## config.mk

```make
export PLATFORM = sky130hd
export DESIGN_NAME = scp_finish
export DESIGN_NICKNAME = d
export VERILOG_FILES = /design/src/hw/rtl/assert_macros.svh /design/src/hw/rtl/scp_pkg.sv /design/src/hw/rtl/scp_finish.sv
export SDC_FILE = /design/constraint.sdc
export NUM_CORES = 2
export LEC_CHECK = 0
export CORE_UTILIZATION = 60
export DETAILED_ROUTE_END_ITERATION = 10
export DONT_BUFFER_PORTS = 1
export GPL_ROUTABILITY_DRIVEN = 0
export HOLD_SLACK_MARGIN = 0.1
export PLACE_DENSITY = 0.82
export SLEW_MARGIN = 5
export SYNTH_ARGS = -nofsm -noshare
export SYNTH_HDL_FRONTEND = slang
export SYNTH_SLANG_ARGS = --single-unit
export TNS_END_PERCENT = 30
```

## constraint.sdc

```tcl
create_clock -name i_clk -period 11.1 [get_ports i_clk]
set_clock_uncertainty 0.1 [all_clocks]
set_input_delay 1.665 -clock i_clk [delete_from_list [all_inputs] [get_ports i_clk]]
set_output_delay 1.665 -clock i_clk [all_outputs]
set_load 0.01 [all_outputs]
```

## src/hw/rtl/assert_macros.svh

```systemverilog
// ----------------------------------------------------------------------------
// Assertion macros
// Shared concurrent assertion forms for the sine and cosine block.
// ----------------------------------------------------------------------------
`ifndef ASSERT_MACROS_SVH
`define ASSERT_MACROS_SVH

// The consequent must hold in the same cycle as the antecedent.
`define SCP_ASSERT_IMP(lbl, clk, rstn, ante, cons, msg) \
    lbl: assert property (@(posedge clk) disable iff (!(rstn)) (ante) |-> (cons)) \
        else $error(msg);

// The consequent must hold in the cycle after the antecedent.
`define SCP_ASSERT_NXT(lbl, clk, rstn, ante, cons, msg) \
    lbl: assert property (@(posedge clk) disable iff (!(rstn)) (ante) |=> (cons)) \
        else $error(msg);

`endif

```

## src/hw/rtl/scp_pkg.sv

```systemverilog
// ----------------------------------------------------------------------------
// scp_pkg
// Types, constants and the rounding shift shared by the sine and cosine block.
// ----------------------------------------------------------------------------
`timescale 1ns / 1ps

package scp_pkg;

    localparam int WORK_FRAC = 30;

    localparam logic signed [31:0] INV_TWO_PI_Q32 = 32'sd683565276;
    localparam logic signed [35:0] TWO_PI_Q32     = 36'sd26986075409;
    localparam logic signed [35:0] PI_Q32         = 36'sd13493037705;
    localparam logic signed [35:0] HALF_PI_Q32    = 36'sd6746518852;

    typedef logic signed [31:0] t_coef;

    localparam t_coef SIN_COEF [6] = '{
        -32'sd26, 32'sd2956, -32'sd213040, 32'sd8947846, -32'sd178956974, 32'sd1073741824
    };
    localparam t_coef COS_COEF [6] = '{
        -32'sd280, 32'sd26586, -32'sd1491253, 32'sd44739212, -32'sd536870912, 32'sd1073741824
    };

    typedef struct packed {
        logic valid;
        logic neg_cos;
    } t_ctl;

    // Arithmetic right shift that rounds half away from zero.
    function automatic logic signed [63:0] shr_round(input logic signed [63:0] v,
                                                     input int unsigned s);
        logic signed [63:0] half;
        logic signed [63:0] corr;
        if (s == 0) begin
            return v;
        end
        half = 64'sd1 <<< (s - 1);
        corr = v[63] ? 64'sd1 : 64'sd0;
        return (v + half - corr) >>> s;
    endfunction

endpackage

```

## src/hw/rtl/scp_finish.sv

```systemverilog
// ----------------------------------------------------------------------------
// scp_finish
// Three-stage output end: the last sine product, the cosine sign, rounding to
// the output format and clipping to plus or minus one.
// ----------------------------------------------------------------------------
`timescale 1ns / 1ps

module scp_finish #(
    parameter int RESULT_FRAC_BITS = 30
) (
    input  logic                i_clk,
    input  logic                i_rst_n,
    input  logic                i_en,
    input  scp_pkg::t_ctl       i_ctl,
    input  logic signed [31:0]  i_y,
    input  logic signed [31:0]  i_sin_acc,
    input  logic signed [31:0]  i_cos_acc,
    output scp_pkg::t_ctl       o_ctl,
    output logic signed [31:0]  o_sine,
    output logic signed [31:0]  o_cosine
);
    import scp_pkg::*;

    localparam int unsigned OUT_SHIFT = WORK_FRAC - RESULT_FRAC_BITS;
    localparam logic signed [63:0] LIM = 64'sd1 <<< RESULT_FRAC_BITS;

    t_ctl               r1_ctl, r2_ctl, r3_ctl;
    logic signed [63:0] r1_sin_prod;
    logic signed [31:0] r1_cos, r2_cos;
    logic signed [31:0] r2_sin;
    logic signed [31:0] r3_sin, r3_cos;

    logic signed [63:0] n2_sin_full;
    logic signed [63:0] n3_sin_full, n3_cos_full;

    function automatic logic signed [63:0] clip(input logic signed [63:0] v);
        if (v > LIM) begin
            return LIM;
        end
        if (v < -LIM) begin
            return -LIM;
        end
        return v;
    endfunction

    always_comb begin
        n2_sin_full = shr_round(r1_sin_prod, WORK_FRAC);
        n3_sin_full = clip(shr_round(64'(r2_sin), OUT_SHIFT));
        n3_cos_full = clip(shr_round(64'(r2_cos), OUT_SHIFT));
    end

    always_ff @(posedge i_clk) begin
        if (!i_rst_n) begin
            r1_ctl <= '0;
            r2_ctl <= '0;
            r3_ctl <= '0;
        end else if (i_en) begin
            r1_ctl <= i_ctl;
            r2_ctl <= r1_ctl;
            r3_ctl <= r2_ctl;
        end
    end

    always_ff @(posedge i_clk) begin
        if (i_en) begin
            r1_sin_prod <= 64'(i_sin_acc) * 64'(i_y);
            r1_cos      <= i_ctl.neg_cos ? -i_cos_acc : i_cos_acc;
            r2_sin      <= n2_sin_full[31:0];
            r2_cos      <= r1_cos;
            r3_sin      <= n3_sin_full[31:0];
            r3_cos      <= n3_cos_full[31:0];
        end
    end

    assign o_ctl    = r3_ctl;
    assign o_sine   = r3_sin;
    assign o_cosine = r3_cos;

endmodule

```

==> summary.md <==
For this run, the number of standard cells in the final layout without fillers is 5616. For this run, the number of Yosys warnings is 0. Setup repair after global routing left no endpoint under its margin.

Clock latency on the worst-skew pair, taken at its later pin, is 0.52 ns. The first global-routing pass estimated 187000 microns of wire. The number of slew-limit violations in the final report was 0; the share of synthesized registers carrying an async set or reset was 0%. The period utilization came out at 84.6%. The final setup TNS was 0 ns; the global routing usage summed across all routing layers was 30.2%.

The top fanout value on the critical path is 26. The kind of critical path is in -> reg. The via count of the first global-routing pass was 36588; the data required time at the worst endpoint was 11.26 ns. For the net count of the mapped netlist, the log shows 6194.

The number of gates resized after CTS was 0. The run gives 1 as the initial antenna violation count. The tools report the worst slew margin relative to its limit as 31.3%. The launching element type of the critical path was a primary input. In this run, CTS created clock tree buffers numbering 23. The sequential cell area fraction in the yosys report came out at 14.4%.

At the worst endpoint, the arrival time is 9.56 ns. In the layout the commonest cells are 1082 x sky130_fd_sc_hd__fa_1, 1045 x sky130_fd_sc_hd__inv_1, 581 x sky130_fd_sc_hd__and2_1, 550 x sky130_fd_sc_hd__nand2_1, 245 x sky130_fd_sc_hd__ha_1. The worst setup path is captured at a flip-flop. For the pin with the worst max-slew slack, the measured transition is 1.01 ns. In this run the vertical extent of the chip is 283 microns.

The tools report the count of nets left with antenna violations after detail routing as 0. The met3 global-route usage came out at 8.59%. After synthesis, the mean cell area works out to 9.91 sq um. Counting tap cells, the placed design contains a total of 5574 instances. The final hold slack was 0.316 ns; the register bit total from synthesis was 229.

The growth of design area from synthesis to finish came out at 2.52%. The length in cells of the worst reg-to-reg path was 11; the number of DRC markers in iteration 0 was 2422. The classification of the worst-slack hold path is reg -> reg.

The startpoint identified for the worst hold timing path is r1_cos[5]. The startpoint of the lowest-slack register-to-register path is r1_sin_prod[27]. The wire length per cell after detailed routing was 20.2 microns; the clock edge transition at the registers on the reported setup and hold paths was 0.07 ns. The run gives 0 as the number of setup buffers added after CTS. The leftover overflow at the end of global routing is 0. The number of maximum-capacitance constraint violations was 0; the die area was 79900 sq um. The slowest library cell on the worst path is sky130_fd_sc_hd__clkinv_1.

The mapped netlist covers 47200 sq um. In the routed layout, each cell is associated on average with a via count of 5.75. The count of buffers inserted at the top-level ports was 0. Traced cell by cell, the critical path runs through clkinv_1, nor2_1, fa_1, fa_1, fa_1, fa_1, fa_1, fa_1, fa_1, fa_1, ha_1, nand2_1, nor3_1, nand2_1, o211a_1, or2_2, o41ai_1, nand3_1, o21ai_1, a211oi_1, xnor2_1.

The final route contains 32295 vias. For met2 alone, demand over resource in global routing was 50.5%. The worst hold path terminates at r2_cos[5]. The logs give 0 for the setup violation total in the final timing report and 0 for the final-report hold violation count. Global routing used 36.8% of the available met1 tracks. Summed over all nets, the half-perimeter wirelength after detailed placement is 88900 microns. The endpoint identified for the worst register-to-register timing path is r2_sin[31].

Pin count of the biggest net entering global routing: 230. The most frequent cell on the critical path was sky130_fd_sc_hd__fa_1. Synthesis handed over a netlist of 4766 instances.

CTS H-tree depth: 1. TritonCTS built the clock tree. In this run, synthesis inferred 223 flip-flops with an integrated enable. The largest incremental delay on the critical path is 0.71 ns. The width of the die is 283 microns, and the floorplan row count is 102. In the synthesized netlist the dominant register cell turns out to be sky130_fd_sc_hd__edfxtp_1.

Cell at the root of the clock tree: sky130_fd_sc_hd__clkbuf_16. The logs give 0 for the number of remaining DRC errors and 61 for the unique cell type count in the Yosys netlist. After floorplanning, the core was sized to cover 77700 sq um. Effective utilization at floorplan: 60.8%. The most heavily used metal layer in global routing was met2.

Leaving out fill and tap cells, the most frequent cell in the layout is sky130_fd_sc_hd__fa_1. The total wirelength of the detailed-routed design is 113000 microns, and the count of hold-fix buffers inserted at cts is 0. The setup check on the worst reg-to-reg path leaves a slack of 7.07 ns. The top-level port count was 167.

The tools report the length of the first detailed-routing pass in iterations as 5. Counting along the longest clock path gives a buffer depth of 3. The worst hold path was traced through 0 stages. Of the cells placed in the final design, the portion with a size suffix greater than 1 is 1.31%. Clock tree synthesis found a total of 229 sinks. The logs give 0 for the antenna diode count and 5987 for the final net count. The worst path in the final design needs a cycle of 9.39 ns, including I/O delays and setup. Static timing analysis puts the maximum clock frequency at 106 MHz. The flow ran to the end, and the final reports show no timing, DRC or antenna violations.
## area by class of cell
class                      count  area (sq um)
clock inverter                17           161
sequential                   229          6820
fill                        6027         29300
inverter                    1046          3930
multi-input combinational   3256         35600
timing repair buffer           3          22.5
tap                         1040          1300
clock buffer                  25           583
## Yosys cell counts, drive strengths merged (3+ instances only)
library cell | count | share of area [%]
fa | 1082 | 46
inv | 1045 | 8.3
and2 | 581 | 7.7
nand2 | 550 | 4.4
ha | 245 | 6.5
clkbuf | 234 | 1.9
edfxtp | 223 | 14
a21oi | 117 | 1.2
xnor2 | 101 | 1.9
o21ai | 99 | 1.0
nor2 | 77 | 0.61
a21o | 56 | 0.89
nand3 | 33 | 0.35
xor2 | 30 | 0.56
nand2b | 24 | 0.32
nand4 | 23 | 0.30
nor2b | 21 | 0.28
nor3 | 20 | 0.22
o21a | 17 | 0.27
nor4 | 16 | 0.21
o31ai | 14 | 0.28
a211oi | 13 | 0.21
a31oi | 11 | 0.15
and3 | 11 | 0.15
or3 | 11 | 0.17
or4 | 10 | 0.17
and4 | 8 | 0.15
mux2i | 8 | 0.17
o211ai | 8 | 0.13
o21bai | 8 | 0.13
o41ai | 8 | 0.15
a2111oi | 6 | 0.11
a41oi | 6 | 0.11
dfxtp | 6 | 0.25
or2 | 6 | 0.079
a21boi | 3 | 0.048
a221oi | 3 | 0.056
a31o | 3 | 0.056
o211a | 3 | 0.064
o22ai | 3 | 0.040
## critical path, delay by kind of cell
kind,cells,cell delay (ns)
and+or+nand+nor,6,1.36
adders and majority gates,9,4.25
AOI/OAI and AO/OA,4,1.42
xor gates and xnor gates,1,0.14
buffers and inverters,1,0.71
## how the worst max path moves through the flow
| stage | from | endpoint | slack (ns) |
|---|---|---|---|
| final | i_y[31] | r1_sin_prod[61] | 1.71 |
| after global routing | i_y[5] | r1_sin_prod[60] | 1.35 |
| after CTS | i_y[31] | r1_sin_prod[61] | 1.88 |
| after detailed placement | i_y[31] | r1_sin_prod[61] | 1.34 |
| after global placement | i_y[5] | r1_sin_prod[60] | 1.51 |
| after floorplan | i_sin_acc[31] | r1_sin_prod[60] | 1.88 |
## routing by layer
layer  routed length [microns]  part of all wire, %
met3                     13000                   11
met5                         0                    0
met2                     54400                   48
met4                      4710                  4.2
met1                     41100                   36
## per-stage QoR
stage	area, sq um	worst slack, ns	util (%)
global placement	47700	1.51	61.4
detailed placement	47700	1.34	61.4
finish	48400	1.71	62.3
floorplan	47200	1.88	-
CTS	48400	1.88	62.3
global route	48400	1.35	62.3
## flip-flops by register name, summed over array words and instances, names as in the netlist
| signal | cells |
|---|---|
| r2_ctl | 2 |
| o_ctl | 2 |
| r1_cos | 32 |
| o_cosine | 32 |
| r2_cos | 32 |
| r1_ctl | 2 |
| o_sine | 32 |
| r2_sin | 32 |
| r1_sin_prod | 63 |
## cells by family after synthesis
| family | after synthesis | synth area share, % |
|---|---|---|
| adder cells (fa/ha/maj) | 1327 | 52.3 |
| XOR/XNOR | 131 | 2.43 |
| multiplexers | 8 | 0.170 |
| buffers and inverters | 1281 | 10.2 |
| AO/OA/AOI/OAI | 396 | 5.32 |
| AND/OR/NAND/NOR | 1394 | 15.1 |
| flip-flops | 229 | 14.4 |
Power is not shown: default switching activity piles up to over one toggle a cycle in this logic, so the estimate is an artifact.
